## src/rtl/core/utl_pkg.sv

```systemverilog
// Shared types and constants for the UTF-16 to UTF-8 line transcoder.
// Depends on nothing; every other file of the block imports it.
`default_nettype none

package utl_pkg;

	// Edit kinds carried on the output tuser.
	typedef enum logic [1:0] {
		ACT_APPEND = 2'd0,
		ACT_DELETE = 2'd1,
		ACT_CLEAR  = 2'd2
	} action_t;

	// Control code units.
	localparam logic [15:0] CU_BACKSPACE = 16'd8;
	localparam logic [15:0] CU_ENTER     = 16'd13;

	// Upper six bits of the two surrogate ranges.
	localparam logic [5:0] SURR_HIGH_TAG = 6'b110110;
	localparam logic [5:0] SURR_LOW_TAG  = 6'b110111;

	// Command queue depth between front and back (power of two).
	localparam int unsigned QUEUE_DEPTH = 4;

	// One queued command: the edit kind, up to four bytes (first byte in
	// the lowest lane) and the index of the final byte.
	typedef struct packed {
		action_t         action;
		logic [1:0]      last_idx;
		logic [3:0][7:0] bytes;
	} utl_cmd_t;

endpackage

`default_nettype wire

```

## src/rtl/core/utl_front.sv

```systemverilog
// Front end: accepts code units, tracks the pending surrogate and the line
// length, and turns each code unit into at most one queued command. Uses utl_pkg.
`default_nettype none

module utl_front #(
	parameter int unsigned LINE_LIMIT = 64
) (
	input  wire logic             clk,
	input  wire logic             arst_n,
	input  wire logic             in_valid,
	output logic                  in_ready,
	input  wire logic [15:0]      code_unit,
	input  wire logic             q_full,
	output logic                  q_push,
	output utl_pkg::utl_cmd_t     q_cmd
);
	import utl_pkg::*;

	localparam int unsigned LEN_W = $clog2(LINE_LIMIT + 5);
	localparam logic [LEN_W-1:0] LIMIT_L = LEN_W'(LINE_LIMIT);

	logic             pend_valid_q;
	logic [9:0]       pend_bits_q;
	logic [LEN_W-1:0] line_len_q;

	logic        accept;
	logic        is_bs;
	logic        is_enter;
	logic        is_high;
	logic        is_low;
	logic        is_char;
	logic        room;
	logic [20:0] cp;
	logic [1:0]  enc_last;
	logic [3:0][7:0] enc_bytes;

	// The queue is the only thing that stalls the input.
	assign in_ready = !q_full;
	assign accept   = in_valid && in_ready;

	// Classify the incoming code unit.
	assign is_bs    = (code_unit == CU_BACKSPACE);
	assign is_enter = (code_unit == CU_ENTER);
	assign is_high  = (code_unit[15:10] == SURR_HIGH_TAG);
	assign is_low   = (code_unit[15:10] == SURR_LOW_TAG);
	assign is_char  = !is_bs && !is_enter && !is_high && !(is_low && !pend_valid_q);
	assign room     = !(line_len_q > LIMIT_L);

	// Form the code point; a low surrogate here always has a partner.
	always_comb begin
		if (is_low) begin
			cp = 21'h10000 + {1'b0, pend_bits_q, code_unit[9:0]};
		end else begin
			cp = {5'd0, code_unit};
		end
	end

	// UTF-8 encoding of the code point.
	always_comb begin
		enc_bytes = '0;
		if (cp < 21'h80) begin
			enc_last     = 2'd0;
			enc_bytes[0] = cp[7:0];
		end else if (cp < 21'h800) begin
			enc_last     = 2'd1;
			enc_bytes[0] = {3'b110, cp[10:6]};
			enc_bytes[1] = {2'b10, cp[5:0]};
		end else if (cp < 21'h10000) begin
			enc_last     = 2'd2;
			enc_bytes[0] = {4'b1110, cp[15:12]};
			enc_bytes[1] = {2'b10, cp[11:6]};
			enc_bytes[2] = {2'b10, cp[5:0]};
		end else begin
			enc_last     = 2'd3;
			enc_bytes[0] = {5'b11110, cp[20:18]};
			enc_bytes[1] = {2'b10, cp[17:12]};
			enc_bytes[2] = {2'b10, cp[11:6]};
			enc_bytes[3] = {2'b10, cp[5:0]};
		end
	end

	// Command toward the queue.
	always_comb begin
		q_push       = 1'b0;
		q_cmd.action = ACT_APPEND;
		q_cmd.last_idx = 2'd0;
		q_cmd.bytes  = '0;
		if (is_bs) begin
			q_push       = accept && (line_len_q != '0);
			q_cmd.action = ACT_DELETE;
		end else if (is_enter) begin
			q_push       = accept;
			q_cmd.action = ACT_CLEAR;
		end else if (is_char) begin
			q_push         = accept && room;
			q_cmd.last_idx = enc_last;
			q_cmd.bytes    = enc_bytes;
		end
	end

	// Surrogate and line-length state.
	always_ff @(posedge clk or negedge arst_n) begin
		if (!arst_n) begin
			pend_valid_q <= 1'b0;
			pend_bits_q  <= '0;
			line_len_q   <= '0;
		end else if (accept) begin
			if (is_high) begin
				pend_valid_q <= 1'b1;
				pend_bits_q  <= code_unit[9:0];
			end else if (!(is_low && !pend_valid_q)) begin
				pend_valid_q <= 1'b0;
			end
			if (is_bs) begin
				if (line_len_q != '0) begin
					line_len_q <= line_len_q - LEN_W'(1);
				end
			end else if (is_enter) begin
				line_len_q <= '0;
			end else if (is_char && room) begin
				line_len_q <= line_len_q + LEN_W'({1'b0, enc_last}) + LEN_W'(1);
			end
		end
	end

endmodule

`default_nettype wire

```

## src/rtl/core/utl_queue.sv

```systemverilog
// Small command queue that decouples the front end from the byte emitter.
// Uses utl_pkg for the command type and the depth.
`default_nettype none

module utl_queue (
	input  wire logic             clk,
	input  wire logic             arst_n,
	input  wire logic             push,
	input  wire utl_pkg::utl_cmd_t push_cmd,
	output logic                  full,
	input  wire logic             pop,
	output logic                  head_valid,
	output utl_pkg::utl_cmd_t     head_cmd
);
	import utl_pkg::*;

	localparam int unsigned PTR_W = $clog2(QUEUE_DEPTH);
	localparam int unsigned CNT_W = $clog2(QUEUE_DEPTH + 1);

	utl_cmd_t         slots_q [QUEUE_DEPTH];
	logic [PTR_W-1:0] wr_ptr_q;
	logic [PTR_W-1:0] rd_ptr_q;
	logic [CNT_W-1:0] count_q;

	assign full       = (count_q == CNT_W'(QUEUE_DEPTH));
	assign head_valid = (count_q != '0);
	assign head_cmd   = slots_q[rd_ptr_q];

	// Storage slots; no reset needed on the payload.
	always_ff @(posedge clk) begin
		if (push) begin
			slots_q[wr_ptr_q] <= push_cmd;
		end
	end

	// Pointers and occupancy.
	always_ff @(posedge clk or negedge arst_n) begin
		if (!arst_n) begin
			wr_ptr_q <= '0;
			rd_ptr_q <= '0;
			count_q  <= '0;
		end else begin
			if (push) begin
				wr_ptr_q <= wr_ptr_q + PTR_W'(1);
			end
			if (pop) begin
				rd_ptr_q <= rd_ptr_q + PTR_W'(1);
			end
			if (push && !pop) begin
				count_q <= count_q + CNT_W'(1);
			end else if (pop && !push) begin
				count_q <= count_q - CNT_W'(1);
			end
		end
	end

endmodule

`default_nettype wire

```

## src/rtl/core/utl_back.sv

```systemverilog
// Back end: takes commands from the queue and emits one result per cycle,
// while the output is not stalled, into a registered output stage. Uses utl_pkg.
`default_nettype none

module utl_back (
	input  wire logic             clk,
	input  wire logic             arst_n,
	input  wire logic             q_valid,
	input  wire utl_pkg::utl_cmd_t q_cmd,
	output logic                  q_pop,
	output logic                  out_valid,
	input  wire logic             out_ready,
	output logic [1:0]            out_action,
	output logic [7:0]            out_byte,
	output logic                  out_last
);
	import utl_pkg::*;

	logic       cur_valid_q;
	utl_cmd_t   cur_q;
	logic [1:0] idx_q;
	logic       emit;
	logic       cur_done;

	// A result moves into the output register whenever that register is free
	// or being drained this cycle.
	assign emit     = cur_valid_q && (!out_valid || out_ready);
	assign cur_done = emit && (idx_q == cur_q.last_idx);
	assign q_pop    = q_valid && (!cur_valid_q || cur_done);

	// Current command and byte index.
	always_ff @(posedge clk or negedge arst_n) begin
		if (!arst_n) begin
			cur_valid_q <= 1'b0;
			idx_q       <= '0;
		end else begin
			if (q_pop) begin
				cur_valid_q <= 1'b1;
				idx_q       <= '0;
			end else if (cur_done) begin
				cur_valid_q <= 1'b0;
			end else if (emit) begin
				idx_q <= idx_q + 2'd1;
			end
		end
	end

	always_ff @(posedge clk) begin
		if (q_pop) begin
			cur_q <= q_cmd;
		end
	end

	// Output register valid flag.
	always_ff @(posedge clk or negedge arst_n) begin
		if (!arst_n) begin
			out_valid <= 1'b0;
		end else if (emit) begin
			out_valid <= 1'b1;
		end else if (out_ready) begin
			out_valid <= 1'b0;
		end
	end

	// Output register payload.
	always_ff @(posedge clk) begin
		if (emit) begin
			out_action <= cur_q.action;
			out_byte   <= cur_q.bytes[idx_q];
			out_last   <= (idx_q == cur_q.last_idx);
		end
	end

endmodule

`default_nettype wire

```

## src/rtl/core/utf16_to_utf8_line_transcoder.sv

```systemverilog
// UTF-16 to UTF-8 line transcoder, top level.
// Input stream s_axis carries one UTF-16 code unit per transaction in tdata.
// Output stream m_axis carries one line edit per transaction: tuser holds the
// kind (append byte, delete last byte, clear line), tdata the byte to append
// (zero for delete and clear), and tlast marks the final edit of a code unit.
// A code unit causes zero to four output transactions; high surrogates,
// orphan low surrogates, backspace on an empty line and characters past the
// line limit cause none.
// Timing: the first edit of a code unit passes the queue slot, the current
// command register and the output register before it is on m_axis.
// Throughput: one output transaction per cycle while m_axis_tready is high;
// input is taken every cycle while the four-entry command queue has room.
// Reset clears the pending surrogate, the line length, the queue and the
// output register. When m_axis stalls, the output register holds its
// transaction, the queue fills, and s_axis tready drops once it is full.
// Depends on utl_pkg, utl_front, utl_queue and utl_back.
`default_nettype none

module utf16_to_utf8_line_transcoder #(
	parameter int unsigned LINE_LIMIT = 64
) (
	input  wire logic        clk,
	input  wire logic        arst_n,
	input  wire logic        s_axis_tvalid,
	output logic             s_axis_tready,
	input  wire logic [15:0] s_axis_tdata,   // [15:0] code_unit
	output logic             m_axis_tvalid,
	input  wire logic        m_axis_tready,
	output logic [7:0]       m_axis_tdata,   // [7:0] out_byte
	output logic [1:0]       m_axis_tuser,   // [1:0] action
	output logic             m_axis_tlast    // last
);
	import utl_pkg::*;

	logic     push;
	logic     full;
	logic     pop;
	logic     head_valid;
	utl_cmd_t push_cmd;
	utl_cmd_t head_cmd;

	utl_front #(
		.LINE_LIMIT(LINE_LIMIT)
	) u_front (
		.clk      (clk),
		.arst_n   (arst_n),
		.in_valid (s_axis_tvalid),
		.in_ready (s_axis_tready),
		.code_unit(s_axis_tdata),
		.q_full   (full),
		.q_push   (push),
		.q_cmd    (push_cmd)
	);

	utl_queue u_queue (
		.clk       (clk),
		.arst_n    (arst_n),
		.push      (push),
		.push_cmd  (push_cmd),
		.full      (full),
		.pop       (pop),
		.head_valid(head_valid),
		.head_cmd  (head_cmd)
	);

	utl_back u_back (
		.clk       (clk),
		.arst_n    (arst_n),
		.q_valid   (head_valid),
		.q_cmd     (head_cmd),
		.q_pop     (pop),
		.out_valid (m_axis_tvalid),
		.out_ready (m_axis_tready),
		.out_action(m_axis_tuser),
		.out_byte  (m_axis_tdata),
		.out_last  (m_axis_tlast)
	);

endmodule

`default_nettype wire

```

## config.mk

```make
export PLATFORM = sky130hd
export DESIGN_NAME = utf16_to_utf8_line_transcoder
export DESIGN_NICKNAME = d
export VERILOG_FILES = /design/src/rtl/core/utl_pkg.sv /design/src/rtl/core/utl_front.sv /design/src/rtl/core/utl_queue.sv /design/src/rtl/core/utl_back.sv /design/src/rtl/core/utf16_to_utf8_line_transcoder.sv
export SDC_FILE = /design/constraint.sdc
export NUM_CORES = 1
export LEC_CHECK = 0
export ABC_AREA = 1
export BUFFER_PORTS_ARGS = -buffer_cell sky130_fd_sc_hd__clkbuf_2
export CORE_MARGIN = 2
export CORE_UTILIZATION = 40
export CTS_BUF_LIST = sky130_fd_sc_hd__clkbuf_8
export DETAILED_ROUTE_END_ITERATION = 8
export HOLD_SLACK_MARGIN = 0.12
export PLACE_DENSITY = 0.59
export SETUP_SLACK_MARGIN = 0.05
export SYNTH_ARGS = -nofsm -noshare
export SYNTH_HDL_FRONTEND = slang
export SYNTH_SLANG_ARGS = --single-unit
```

## constraint.sdc

```tcl
create_clock -name clk -period 4 [get_ports clk]
set_input_delay 0.2 -clock clk [delete_from_list [all_inputs] [get_ports clk]]
set_output_delay 0.2 -clock clk [all_outputs]
set_load 0.03 [all_outputs]
```

== Word-level counts from Yosys, hierarchy flattened ==
Memories as Yosys holds them, arrays and structs flattened. A register that Yosys moved wholly into a read port is not among the register bits.
Index checks and enable logic that the tools add are counted.

* Register bits after elaboration: 40
* Latch bits: 0
* RAM bits: 144
* Memory bits (read-only): 0
* Bits of input ports: 20
* Output and inout bits: 13
* Logic and storage cells: 110
* Memories kept: 1

* Add/sub/neg operators: 9
* Multipliers: 0
* Divide/modulo/power cells: 0
* $lt $le $gt $ge: 5
* Equal/unequal tests: 9
* Shift-type cells: 0
* Muxes and demuxes: 37
* Bitwise gates (word level): 0
* Reduce and logical (&&, ||, !) cells: 37

{| class="wikitable"
|+ Memories
! name !! depth !! bits a word !! read ports !! clocked after Yosys merged registers in !! wr ports !! line !! text
|-
| u_queue.slots_q || 4 || 36 || 1 || 1 || 1 || utl_queue.sv:20 || <nowiki>utl_cmd_t slots_q [QUEUE_DEPTH];</nowiki>
|}

{| class="wikitable"
|+ Operators by type and width
! operator !! number
|-
| two-way mux 34 bit || 3
|-
| equality test 16 x 4 -> 1 bit, second input constant || 2
|-
| two-way mux 16 bit || 2
|-
| two-way mux 7 bit || 4
|-
| two-way mux 24 bit || 1
|-
| two-way mux 8 bit || 3
|-
| two-way mux 22 bit || 1
|-
| adder 17 x 20 -> 21 bit, first input constant || 1
|-
| < comparator 21 x 12 -> 1 bit, second input constant || 1
|-
| < comparator 21 x 17 -> 1 bit, second input constant || 1
|-
| < comparator 21 x 8 -> 1 bit, second input constant || 1
|-
| two-way mux 21 bit || 1
|-
| binary-select mux 8 bit (select 2 bit) || 1
|-
| two-way mux 2 bit || 7
|-
| logical AND 1 bit || 13
|-
| equality test 6 bit, second input constant || 2
|-
| two-way mux 1 bit || 12
|-
| logical NOT 1 bit || 11
|-
| nonzero test 2 bit || 4
|-
| adder 7 x 1 -> 7 bit, second input constant || 1
|-
| adder 7 x 2 -> 7 bit || 1
|-
| > comparator 7 bit, second input constant || 1
|-
| nonzero test 7 bit || 1
|-
| subtractor 7 x 1 -> 7 bit, second input constant || 1
|-
| 13 further kinds || 21
|}

== Depth between registers and ports, before layout ==
Gate-level depths: netlist (run 1).

* Depth in word-level cells: 12
* Gate-level depth with buffers: 21
* Gate-level depth less buffers: 21

== Modules after synthesis ==
From an unflattened synthesis (run 1), not the netlist that was laid out.

* Cells, all modules: 911
* Area total of the unflattened synthesis: 10189.8 um2

{| class="wikitable"
|+ By module, submodules not included
! module !! instances !! cells an instance !! area an instance (um2) !! seq. area each (um2)
|-
| utl_queue || 1 || 468 || 6160.9 || 4499.3
|-
| utl_front || 1 || 317 || 2128.3 || 450.4
|-
| utl_back || 1 || 126 || 1900.6 || 1511.4
|}

== Least setup slack after synthesis (run 1) ==
OpenSTA, ideal clock, no wires.

* Path type: register -> register
* From: register u_back.idx_q[0]
* To: register u_queue.count_q[1]
* Setup time: 125 ps
* Arrival: 3659 ps
* Required time: 3875 ps
* Slack: 217 ps
* Cell stages (with the launch flop): 12
* Buffers on the path: 1
* Period minus slack after synthesis: 3783 ps
* Path through: dfrtp_1 -> clkbuf_1 -> xnor2_1 -> nand2_1 -> o21ai_1 -> inv_1 -> nor2_1 -> inv_1 -> ha_1 -> inv_1 -> fa_1 -> mux2_2

* Longest elaborated chain between the ends: 7
* Elaborated cells between the ends (all ways): 9
* Those cells by class: eq/ne (1); mux (1); reduce/logical (7)

{| class="wikitable"
|+ RTL lines
! item !! line !! text
|-
| from (decl) || utl_back.sv:21 || <nowiki>logic [1:0] idx_q;</nowiki>
|-
| from (signal assigned) || utl_back.sv:43 || <nowiki>idx_q <= idx_q + 2'd1;</nowiki>
|-
| equality test 2 bit * || utl_back.sv:28 || <nowiki>assign cur_done = emit && (idx_q == cur_q.last_idx);</nowiki>
|-
| logical AND 1 bit * || utl_back.sv:28 ||
|-
| logical OR 1 bit * || utl_back.sv:29 || <nowiki>assign q_pop = q_valid && (!cur_valid_q || cur_done);</nowiki>
|-
| logical AND 1 bit * || utl_back.sv:29 ||
|-
| named net pop || utf16_to_utf8_line_transcoder.sv:37 || <nowiki>logic pop;</nowiki>
|-
| logical NOT 1 bit || utl_queue.sv:49 || <nowiki>if (push && !pop) begin</nowiki>
|-
| logical AND 1 bit || utl_queue.sv:49 ||
|-
| two-way mux 3 bit / nonzero test 2 bit (equally long branches) || - ||
|-
| to (signal assigned) || utl_queue.sv:50 || <nowiki>count_q <= count_q + CNT_W'(1);</nowiki>
|-
| to (signal assigned) || utl_queue.sv:52 || <nowiki>count_q <= count_q - CNT_W'(1);</nowiki>
|-
| to (decl) || utl_queue.sv:23 || <nowiki>logic [CNT_W-1:0] count_q;</nowiki>
|}

The timed path passes the listed nets; every way through them passes the cells marked *.
A chain may end at the register's enable or synchronous reset.

== Worst setup path after layout (run 1) ==
* From: register u_front.pend_bits_q[6]
* To: register u_front.line_len_q[2]

* Longest elaborated chain between the ends: 11
* Elaborated cells between the ends (all ways): 13
* Those cells by class: add/sub (3); order compare (3); mux (7)

{| class="wikitable"
|+ RTL lines
! item !! line !! text
|-
| from (decl) || utl_front.sv:23 || <nowiki>logic [9:0] pend_bits_q;</nowiki>
|-
| from (signal assigned) || utl_front.sv:110 || <nowiki>pend_bits_q <= code_unit[9:0];</nowiki>
|-
| adder 17 x 20 -> 21 bit * || utl_front.sv:52 || <nowiki>cp = 21'h10000 + {1'b0, pend_bits_q, code_unit[9:0]};</nowiki>
|-
| two-way mux 21 bit * || utl_front.sv:51 || <nowiki>if (is_low) begin</nowiki>
|-
| < comparator 21 x 17 -> 1 bit || utl_front.sv:68 || <nowiki>end else if (cp < 21'h10000) begin</nowiki>
|-
| two-way mux 1 bit || utl_front.sv:68 ||
|-
| two-way mux 2 bit || utl_front.sv:64 || <nowiki>end else if (cp < 21'h800) begin</nowiki>
|-
| two-way mux 2 bit * || utl_front.sv:61 || <nowiki>if (cp < 21'h80) begin</nowiki>
|-
| adder 7 x 2 -> 7 bit * || utl_front.sv:121 || <nowiki>line_len_q <= line_len_q + LEN_W'({1'b0, enc_last}) + LEN_W'(1);</nowiki>
|-
| adder 7 x 1 -> 7 bit * || utl_front.sv:121 ||
|-
| two-way mux 7 bit * || utl_front.sv:120 || <nowiki>end else if (is_char && room) begin</nowiki>
|-
| two-way mux 7 bit * || utl_front.sv:118 || <nowiki>end else if (is_enter) begin</nowiki>
|-
| two-way mux 7 bit * || utl_front.sv:114 || <nowiki>if (is_bs) begin</nowiki>
|-
| to (signal assigned) || utl_front.sv:116 || <nowiki>line_len_q <= line_len_q - LEN_W'(1);</nowiki>
|-
| to (signal assigned) || utl_front.sv:121 ||
|-
| to (decl) || utl_front.sv:24 || <nowiki>logic [LEN_W-1:0] line_len_q;</nowiki>
|}

Every way passes the cells marked *; elsewhere a longest branch is shown, timed or not. The select of a mux whose other input is x is not followed.

==> impl_metrics.env, run 1 <==
export IMPL_status="completed"
export IMPL_start_util=0.409
export IMPL_hold_ws_ps=159
export IMPL_firstDrtPassIters=7
export IMPL_die_h_um=151
export IMPL_grt_ovfl_total=0
export IMPL_dpl_cell_area_um2=9170
export IMPL_clock_latency_ps=460
export IMPL_grt_pass1_vias=5279
export IMPL_finalCritPeriodShare=0.743
export IMPL_grt_max_degree=66
export IMPL_drtAntennaViolNets=0
export IMPL_clockBufferDepth=2
export IMPL_cp_start_kind="flop"
export IMPL_hpwl_um=12200
export IMPL_power_density_nw_per_um2=632
export IMPL_syn_avg_cell_area_um2=11.4
export IMPL_synth_seq_cells=200
export IMPL_gp_congestion=0.906
export IMPL_finalSetupViolations=0
export IMPL_layout_setup_ws_ps=1030
export IMPL_rr_startpoint="u_front.pend_bits_q[6]$_DFFE_PN0P_"
export IMPL_fin_skew_ps=17.0
export IMPL_wire_per_inst_um=17.3
export IMPL_crit_chain="ha_1 -> xor2_1 -> o21ai_1 -> nand3_1 -> nor2_2 -> nand2_8 -> nor2_4 -> inv_2 -> nand2_1 -> ha_1 -> inv_1 -> ha_1 -> inv_1 -> nand2_2 -> xor2_1 -> nor2_1 -> o22ai_1 -> inv_2"
export IMPL_grt_setup_unrepaired="no"
export IMPL_nets=827
export IMPL_drc=0
export IMPL_cts_tree="built"
export IMPL_drv_cap=0
export IMPL_r2r_end="u_front.line_len_q[2]$_DFFE_PN0P_"
export IMPL_vdd_drop_max_mv=0.257
export IMPL_diodes=0
export IMPL_worst_path_buf_inv=4
export IMPL_max_slew_margin=0.296
export IMPL_yosysUniqueCellTypes=45
export IMPL_worstMarginPinSlew_ps=1050
export IMPL_vias_per_cell=5.22
export IMPL_portBuffers=32
export IMPL_syn_to_final_growth_pct=11.5
export IMPL_timing_critical_path_slowest_cell_delay_ps=430
export IMPL_clkTransAtPathRegs_ps=100
export IMPL_grt_first_pass_wirelength_um=29300
export IMPL_dp_slack_ps=1100
export IMPL_antenna_found_initial=0
export IMPL_ctsHtreeMaxLevel=4
export IMPL_end_kind="flop"
export IMPL_numClockSinks=200
export IMPL_min_from="s_axis_tdata[4]"
export IMPL_worstSetupPathType="flop to flop"
export IMPL_wirelength_um=18700
export IMPL_power_leakage_uw=0.00354
export IMPL_syn_area_um2=8630
export IMPL_grt_usage=0.174
export IMPL_syn_inst=756
export IMPL_fmax_mhz=336
export IMPL_core_um2=21100
export IMPL_vias=5656
export IMPL_nFillCells=1978
export IMPL_root_buffer="clkbuf_8"
export IMPL_min_path_type="primary input to flop"
export IMPL_cp_max_fo=10
export IMPL_whs_path_depth=3
export IMPL_fp_dieW_um=151
export IMPL_boundaryPins=33
export IMPL_cp_common_cell="ha_1"
export IMPL_critPathTopFamily="simple AND/OR/NAND/NOR gates"
export IMPL_critPathArrivalTime_ps=3320
export IMPL_synth_nets=787
export IMPL_cts_made_buffers=17
export IMPL_required_ps=4350
export IMPL_slew_viol_final=0
export IMPL_die_area_um2=22800
export IMPL_first_iter_violations=462
export IMPL_ys_seq_area_frac=0.679
export IMPL_fp_row_count=53
export IMPL_ff2ff_path_depth=18
export IMPL_whs_endpoint="u_front.pend_bits_q[4]$_DFFE_PN0P_"
export IMPL_final_hold_violation_count=0
export IMPL_tns_ps=0
export IMPL_drive_gt1_frac=0.145
export IMPL_final_area_um2=9620
export IMPL_reg2reg_slack_ps=1030
export IMPL_cts_setup_buffers=0
export IMPL_fin_total_pwr_uw=6080
export IMPL_yosysWarnings=0
export IMPL_cp_slowest_cell="dfrtp_1"
export IMPL_period_minus_slack_ps=2970
==> report_power, final <==
part / internal, uW / switching (uW)
clock: 543 / 688
sequential: 2750 / 186
combinational: 593 / 1320
total: 3890 / 2190
==> synthesized netlist by cell type (all sizes together) <==
library cell	count	area share
nand4	5	0.0036
o221ai	2	0.0020
inv	70	0.030
a221oi	1	0.0010
nand2	74	0.038
o21ai	111	0.064
clkinv	1	0.00043
nor2	138	0.066
nor3	4	0.0023
clkbuf	27	0.012
a31oi	1	0.00073
nand3b	1	0.00087
o211ai	3	0.0026
and2	1	0.00073
a211oi	10	0.0093
nor4	2	0.0022
a22oi	2	0.0017
mux2	1	0.0013
o22ai	42	0.030
nor3b	1	0.00087
xnor2	4	0.0041
ha	10	0.015
buf	3	0.0016
xor2	4	0.0041
a21oi	17	0.011
o21a	1	0.00087
dfrtp	29	0.084
fa	1	0.0023
o31ai	1	0.00087
nand3	17	0.010
a21boi	1	0.00087
edfxtp	171	0.60
==> how the worst max path moves through the flow <==
stage                                       start                                end  cells past startpoint  slack (ps)
2_1_floorplan         u_back.idx_q[0]$_DFFE_PN0P_     u_queue.count_q[1]$_DFFE_PN0P_                     11         220
4_1_cts        u_front.pend_bits_q[6]$_DFFE_PN0P_  u_front.line_len_q[2]$_DFFE_PN0P_                     18        1050
5_1_grt        u_front.pend_bits_q[6]$_DFFE_PN0P_  u_front.line_len_q[2]$_DFFE_PN0P_                     18         820
3_3_place_gp   u_front.pend_bits_q[6]$_DFFE_PN0P_  u_front.line_len_q[2]$_DFFE_PN0P_                     18        1200
6_report       u_front.pend_bits_q[6]$_DFFE_PN0P_  u_front.line_len_q[2]$_DFFE_PN0P_                     18        1030
3_5_place_dp   u_front.pend_bits_q[6]$_DFFE_PN0P_  u_front.line_len_q[2]$_DFFE_PN0P_                     18        1100
==> routing by layer <==
layer / global-route usage / up-vias / part of all wire
met3: 0.0380 / 17 / 0.052
met4: 0.0393 / 0 / 0.012
met5: 0 / - / 0
met2: 0.273 / 159 / 0.46
met1: 0.249 / 2736 / 0.48
li1: - / 2744 / -
==> cell type report <==
type | instances | area, um2 | area share
Inverter | 71 | 267 | 0.0277
Tap cell | 275 | 344 | 0.0358
Timing Repair Buffer | 51 | 345 | 0.0359
Clock inverter | 12 | 100 | 0.0104
Clock buffer | 20 | 275 | 0.0286
Multi-Input combinational cell | 455 | 2420 | 0.252
Sequential cell | 200 | 5860 | 0.610
==> worst reg2reg max path, cell delays in order (launching register included) <==
cell and delay (ps):
dfrtp_1 430, ha_1 230, xor2_1 160, o21ai_1 170, nand3_1 120, nor2_2 270
nand2_8 140, nor2_4 190, inv_2 100, nand2_1 110, ha_1 170, inv_1 70
ha_1 190, inv_1 60, nand2_2 80, xor2_1 140, nor2_1 60, o22ai_1 150
inv_2 40
==> timing repair <==
item | CTS | global route
hold buffers | 7 | 0
hold endpoints to repair | 35 | 0
resized for setup | 0 | 0
setup endpoints to repair | 0 | 0
==> stage by stage <==
stage          instances   util
3_3_place_gp        1045  0.435
2_1_floorplan        756      -
5_1_grt             1084  0.456
4_1_cts             1084  0.456
3_5_place_dp        1045  0.435
6_report            1084  0.456
==> logic make-up after synthesis <==
kind of cell               count (synthesis)  share of synthesized area
DFF                                      200                      0.679
adders and majority gates                 11                     0.0168
muxes                                      1                    0.00131
AOI/OAI and AO/OA                        192                      0.126
and+or+nand+nor                          243                      0.125
xor gates and xnor gates                   8                    0.00812
buffers and inverters                    101                     0.0442
==> state kept, by name (all words and copies together), names as in the netlist, 2 cells and up <==
signal / flops
u_front.pend_bits_q: 10
u_back.cur_q: 32
u_queue.rd_ptr_q: 2
u_front.line_len_q: 7
u_back.out_byte: 8
u_queue.wr_ptr_q: 2
u_queue.count_q: 3
u_queue.slots_q: 128
u_back.out_action: 2
u_back.idx_q: 2
==> cells in the final DEF, fill, tap and decap left out, types with 2 or more instances in the layout <==
cell | Yosys | layout
xor2_1 | 4 | 4
nor3_1 | 4 | 4
a211oi_1 | 9 | 9
nand3_1 | 16 | 16
nand2_1 | 64 | 64
o22ai_1 | 42 | 42
nor2_2 | 4 | 4
a21oi_2 | 2 | 2
edfxtp_1 | 171 | 171
xnor2_1 | 4 | 4
clkinv_1 | 1 | 2
nand2_2 | 7 | 7
o21ai_0 | 100 | 100
inv_6 | 0 | 2
buf_12 | 0 | 2
inv_1 | 56 | 58
a21oi_1 | 15 | 15
nor2_1 | 130 | 125
ha_1 | 10 | 10
clkbuf_2 | 0 | 32
nand4_1 | 5 | 5
o21ai_1 | 11 | 11
dfrtp_1 | 29 | 28
nor2_4 | 3 | 8
clkinv_2 | 0 | 3
nand2_4 | 2 | 2
dlygate4sd3_1 | 0 | 7
o211ai_1 | 3 | 3
o221ai_1 | 2 | 2
a22oi_1 | 2 | 2
clkbuf_8 | 0 | 20
buf_4 | 0 | 10
inv_2 | 14 | 14
No activity file was read; power rests on OpenSTA's default activity.
==> run 2, diff against run 1 <==
--- a/config.mk
+++ b/config.mk
@@ -5,14 +5,14 @@
 export SDC_FILE = /design/constraint.sdc
 export NUM_CORES = 1
 export LEC_CHECK = 0
-export ABC_AREA = 1
+export ABC_AREA = 0
 export BUFFER_PORTS_ARGS = -buffer_cell sky130_fd_sc_hd__clkbuf_2
 export CORE_MARGIN = 2
 export CORE_UTILIZATION = 40
 export CTS_BUF_LIST = sky130_fd_sc_hd__clkbuf_8
 export DETAILED_ROUTE_END_ITERATION = 8
 export HOLD_SLACK_MARGIN = 0.12
-export PLACE_DENSITY = 0.59
+export PLACE_DENSITY = 0.57
 export SETUP_SLACK_MARGIN = 0.05
 export SYNTH_ARGS = -nofsm -noshare
 export SYNTH_HDL_FRONTEND = slang
==> constraint.sdc (replaced) <==
create_clock -name clk -period 3 [get_ports clk]
set_input_delay 0.15 -clock clk [delete_from_list [all_inputs] [get_ports clk]]
set_output_delay 0.15 -clock clk [all_outputs]
set_load 0.03 [all_outputs]
==> impl_metrics.env, run 2 <==
export IMPL_first_iter_violations=372
export IMPL_clkTransAtPathRegs_ps=110
export IMPL_final_common_cell="edfxtp_1"
export IMPL_start_util=0.407
export IMPL_period_minus_slack_ps=2900
export IMPL_yosysUniqueCellTypes=62
export IMPL_crit_path_start="s_axis_tdata[6]"
export IMPL_max_slew_margin=0.446
export IMPL_cts_made_buffers=17
export IMPL_synth_top_cell_area_share=0.603
export IMPL_syn_area_um2=8520
export IMPL_min_path_type="primary input to flop"
export IMPL_power_leakage_uw=0.00339
export IMPL_grt_setup_unrepaired="yes"
export IMPL_drtAntennaViolNets=0
export IMPL_grt_usage=0.174
export IMPL_tns_ps=0
export IMPL_grt_first_pass_wirelength_um=28600
export IMPL_boundaryPins=33
export IMPL_grt_util_met1=0.232
export IMPL_portBuffers=32
export IMPL_final_hold_violation_count=0
export IMPL_grt_max_degree=37
export IMPL_synth_enable_flop_cells=171
export IMPL_multiInputGateArea_um2=2510
export IMPL_synth_seq_cells=200
export IMPL_antenna_found_initial=0
export IMPL_ff2ff_path_depth=9
export IMPL_synth_nets=557
export IMPL_die_h_um=150
export IMPL_core_um2=21000
export IMPL_worstMarginPinSlew_ps=831
export IMPL_end_kind="flop"
export IMPL_grt_pass1_vias=4974
export IMPL_die_area_um2=22500
export IMPL_firstDrtPassIters=5
export IMPL_ys_top_cells_by_count="edfxtp_1 (171), nand2_1 (42), mux4_2 (39)"
export IMPL_ys_seq_area_frac=0.688
export IMPL_finalSetupViolations=0
export IMPL_vias=4888
export IMPL_drc=0
export IMPL_fin_total_pwr_uw=7260
export IMPL_gr_usage_met3=0.0320
export IMPL_ys_flop_type="edfxtp_1"
export IMPL_power_density_nw_per_um2=748
export IMPL_wirelength_um=18600
export IMPL_syn_avg_cell_area_um2=16.2
export IMPL_rr_startpoint="u_front.pend_bits_q[6]$_DFFE_PN0P_"
export IMPL_cp_max_fo=6
export IMPL_nets=625
export IMPL_cts_setup_buffers=0
export IMPL_grt_busiest_layer="met2"
export IMPL_status="completed"
export IMPL_seqCellArea_um2=5860
export IMPL_root_buffer="clkbuf_8"
export IMPL_fin_skew_ps=16.5
export IMPL_cts_tree="built"
export IMPL_diodes=0
export IMPL_fp_row_count=53
export IMPL_synthArstFlopShare=0.145
export IMPL_gp_congestion=0.870
export IMPL_critPathArrivalTime_ps=3300
export IMPL_vdd_drop_max_mv=0.483
export IMPL_slew_viol_final=0
export IMPL_syn_inst=526
export IMPL_dpl_cell_area_um2=9190
export IMPL_syn_to_final_growth_pct=13.9
export IMPL_wire_per_inst_um=21.1
export IMPL_clockBufferDepth=2
export IMPL_cp_endpoint="u_queue.count_q[2]$_DFFE_PN0P_"
export IMPL_top_regs="u_queue.slots_q (128), u_back.cur_q (32), u_front.pend_bits_q (10)"
export IMPL_largest_register="u_queue.slots_q"
export IMPL_ctsHtreeMaxLevel=4
export IMPL_layout_common_cells="edfxtp_1 (171), nand2_1 (42), mux4_2 (39)"
export IMPL_yosys_area_top_type="edfxtp_1"
export IMPL_nFillCells=1856
export IMPL_drv_cap=0
export IMPL_numClockSinks=200
export IMPL_synth_most_common_cell="edfxtp_1"
export IMPL_largest_register_ffs=128
export IMPL_hpwl_um=12000
export IMPL_finalCritPeriodShare=0.966
export IMPL_worstSetupPathType="primary input to flop"
export IMPL_fmax_mhz=345
export IMPL_grt_ovfl_total=0
export IMPL_required_ps=3410
export IMPL_grt_use_met2=0.290
export IMPL_cp_start_kind="primary input"
export IMPL_r2r_end="u_queue.slots_q[2][11]$_DFFE_PP_"
export IMPL_clock_latency_ps=470
export IMPL_min_from="s_axis_tdata[4]"
export IMPL_final_area_um2=9700
export IMPL_ys_top_cells_by_area="edfxtp_1 (60%), mux4_2 (10%), dfrtp_1 (8.5%)"
export IMPL_reg2reg_slack_ps=250
export IMPL_yosysWarnings=0
export IMPL_fp_dieW_um=150
export IMPL_vias_per_cell=5.54
export IMPL_drive_gt1_frac=0.267
[run 2: cell types whose count changed after synthesis, sizes merged, moves of 32 or more]
cell	delta
nor2	-106
o21ai	-100
inv	-52
mux4	+39
nand2	-32
o22ai	-32
[run 2: final cells by class]
cell class	count	area share
Clock buffer	17	0.0241
Clock inverter	15	0.0146
Inverter	18	0.00697
Multi-Input combinational cell	285	0.259
Sequential cell	200	0.604
Tap cell	275	0.0355
Timing Repair Buffer	72	0.0555
[run 2: layer usage]
| metal | routed length [um] | share of wire |
|---|---|---|
| met3 | 816 | 0.044 |
| met5 | 0 | 0 |
| met1 | 8200 | 0.44 |
| met4 | 278 | 0.015 |
| met2 | 9330 | 0.50 |
[run 2: worst max-delay path, cell delays in order]
cell and delay (ps):
dlygate4sd3_1 530, clkbuf_2 180, or4_4 540, or3_1 420
a211o_4 350, inv_2 70, ha_1 170, inv_1 60
fa_1 380, xor2_1 170, nor2_1 120, xor2_1 150
[run 2: cell families after synthesis]
family	count (synthesis)	synth area share
XOR/XNOR	14	0.0144
AO/OA/AOI/OAI	65	0.0523
flip-flops	200	0.688
AND/OR/NAND/NOR	145	0.0894
adder cells (fa/ha/maj)	11	0.0170
buffers and inverters	41	0.0214
multiplexers	50	0.117
[run 2: worst min path at each step]
stage / to / cells after the start
after floorplan: u_back.cur_valid_q$_DFFE_PN0P_ / 0
after global placement: u_queue.count_q[0]$_DFFE_PN0P_ / 1
after detailed placement: u_queue.count_q[0]$_DFFE_PN0P_ / 1
after CTS: u_front.pend_bits_q[4]$_DFFE_PN0P_ / 3
after global routing: u_front.pend_bits_q[4]$_DFFE_PN0P_ / 3
final: u_front.pend_bits_q[4]$_DFFE_PN0P_ / 3
[run 2: per-stage QoR]
| step | worst slack (ps) | util | hold WS [ps] | instances |
|---|---|---|---|---|
| CTS | 85.4 | 0.462 | 132 | 882 |
| detailed placement | 122 | 0.439 | 295 | 839 |
| global placement | 220 | 0.439 | 289 | 839 |
| global route | 39.0 | 0.463 | 166 | 882 |
| finish | 103 | 0.463 | 190 | 882 |
| floorplan | 94.0 | - | -146 | 526 |
[run 2: what timing repair did]
item	in CTS	in global routing
gates resized for setup	0	4
hold endpoints to repair	39	0
endpoints found under the setup margin	0	7
hold buffers	11	0
[run 2: power breakdown]
part | internal, uW | leakage [uW] | switching (uW)
logic | 857 | 0.00130 | 1080
registers | 3500 | 0.00191 | 206
clock network | 605 | 0.000176 | 1000
==> run 3, diff against run 2 <==
--- a/config.mk
+++ b/config.mk
@@ -13,6 +13,7 @@
 export DETAILED_ROUTE_END_ITERATION = 8
 export HOLD_SLACK_MARGIN = 0.12
 export PLACE_DENSITY = 0.57
+export RECOVER_POWER = 25
 export SETUP_SLACK_MARGIN = 0.05
 export SYNTH_ARGS = -nofsm -noshare
 export SYNTH_HDL_FRONTEND = slang
==> impl_metrics.env, run 3 (synthesized netlist as in run 2, its figures left out) <==
export IMPL_finalCritPeriodShare=0.974
export IMPL_max_slew_margin=-0.196
export IMPL_wirelength_um=18700
export IMPL_drv_cap=1
export IMPL_vias=4894
export IMPL_layout_common_cells="edfxtp_1 (171), nand2_1 (42), mux4_2 (39)"
export IMPL_gp_congestion=0.870
export IMPL_diodes=0
export IMPL_ctsHtreeMaxLevel=4
export IMPL_root_buffer="clkbuf_8"
export IMPL_finalSetupViolations=0
export IMPL_finish_utilization=0.461
export IMPL_start_util=0.407
export IMPL_clkTransAtPathRegs_ps=110
export IMPL_drive_gt1_frac=0.237
export IMPL_cts_tree="built"
export IMPL_critPathArrivalTime_ps=3290
export IMPL_top_regs="u_queue.slots_q (128), u_back.cur_q (32), u_front.pend_bits_q (10)"
export IMPL_dp_slack_ps=122
export IMPL_cp_start_kind="primary input"
export IMPL_grt_first_pass_wirelength_um=28600
export IMPL_dpl_cell_area_um2=9190
export IMPL_period_minus_slack_ps=2920
export IMPL_cp_max_fo=6
export IMPL_power_leakage_uw=0.00334
export IMPL_grt_max_degree=37
export IMPL_final_hold_violation_count=0
export IMPL_clock_latency_ps=470
export IMPL_cts_made_buffers=17
export IMPL_drtAntennaViolNets=0
export IMPL_fin_skew_ps=15.8
export IMPL_vdd_drop_max_mv=0.502
export IMPL_fp_row_count=53
export IMPL_wire_per_inst_um=21.2
export IMPL_cts_setup_buffers=0
export IMPL_worstSetupPathType="primary input to flop"
export IMPL_tns_ps=0
export IMPL_antenna_found_initial=0
export IMPL_die_area_um2=22500
export IMPL_multiInputGateArea_um2=2500
export IMPL_final_area_um2=9660
export IMPL_grt_pass1_vias=4974
export IMPL_boundaryPins=33
export IMPL_violations="capacitance limit, slew limit"
export IMPL_status="finished with violations"
export IMPL_clockBufferDepth=2
export IMPL_nFillCells=1863
export IMPL_portBuffers=32
export IMPL_grt_setup_unrepaired="yes"
export IMPL_numClockSinks=200
export IMPL_fp_dieW_um=150
export IMPL_seqCellArea_um2=5860
export IMPL_end_kind="flop"
export IMPL_nets=625
export IMPL_final_common_cell="edfxtp_1"
export IMPL_syn_to_final_growth_pct=13.4
export IMPL_firstDrtPassIters=5
export IMPL_layout_setup_ws_ps=77.6
export IMPL_worstMarginPinSlew_ps=1790
export IMPL_largest_register="u_queue.slots_q"
export IMPL_largest_register_ffs=128
export IMPL_grt_usage=0.174
export IMPL_drc=0
export IMPL_fmax_mhz=342
export IMPL_slew_viol_final=30
export IMPL_ff2ff_path_depth=9
export IMPL_hpwl_um=12000
export IMPL_whs_path_depth=3
export IMPL_die_h_um=150
export IMPL_power_density_nw_per_um2=749
export IMPL_core_um2=21000
export IMPL_required_ps=3370
export IMPL_vias_per_cell=5.55
export IMPL_grt_ovfl_total=0
export IMPL_first_iter_violations=443
export IMPL_min_path_type="primary input to flop"
## run 3: metal layers
metal | global-route usage | vias up | share of wire
met2 | 0.290 | 146 | 0.50
li1 | - | 2179 | -
met5 | 0 | - | 0
met3 | 0.0320 | 26 | 0.047
met4 | 0.0542 | 0 | 0.017
met1 | 0.232 | 2543 | 0.44
## run 3: cell type report
cell class / count / share of cell area
clock buffers: 17 / 0.0242
clock inverters: 15 / 0.0146
inverters: 18 / 0.00699
multi-input cells: 285 / 0.259
flip-flops and latches: 200 / 0.607
well taps: 275 / 0.0356
repair buffers: 72 / 0.0528
## run 3: repair_timing
action / in CTS / in global routing
endpoints found under the hold margin: 39 / 0
hold buffers: 11 / 0
endpoints found under the setup margin: 0 / 7
resized for setup: 0 / 4
## run 3: final timing paths
check                                                   start                            endpoint  slack [ps]
max reg2reg                u_front.pend_bits_q[6]$_DFFE_PN0P_    u_queue.slots_q[2][11]$_DFFE_PP_         240
max                                           s_axis_tdata[6]      u_queue.count_q[1]$_DFFE_PN0P_          80
min                                           s_axis_tdata[4]  u_front.pend_bits_q[4]$_DFFE_PN0P_         180
min reg2reg                        u_back.cur_q[34]$_DFFE_PP_      u_back.out_action[0]$_DFFE_PP_         430
min in group asynchronous                              arst_n      u_queue.count_q[1]$_DFFE_PN0P_         680
max in group asynchronous                              arst_n     u_queue.rd_ptr_q[0]$_DFFE_PN0P_        1150
## run 3: metrics by stage
step                total power, uW  hold WS (ps)  std cells
detailed placement             5740           295        839
floorplan                      5140          -146        526
CTS                            7350           132        882
finish                         7230           185        882
global route                   7600           166        882
global placement               5690           289        839
## run 3: worst max-delay path, stage by stage
cell	delay [ps]
dlygate4sd3_1	530
clkbuf_2	190
or4_4	540
or3_1	380
nor4_2	350
a211o_4	160
inv_2	40
ha_1	210
inv_1	80
fa_1	400
mux2_2	270
## run 3: report_power, final
group          total, uW  internal (uW)  switching (uW)
Sequential          3710           3500             205
Combinational       1920            837            1080
Clock               1610            605            1000
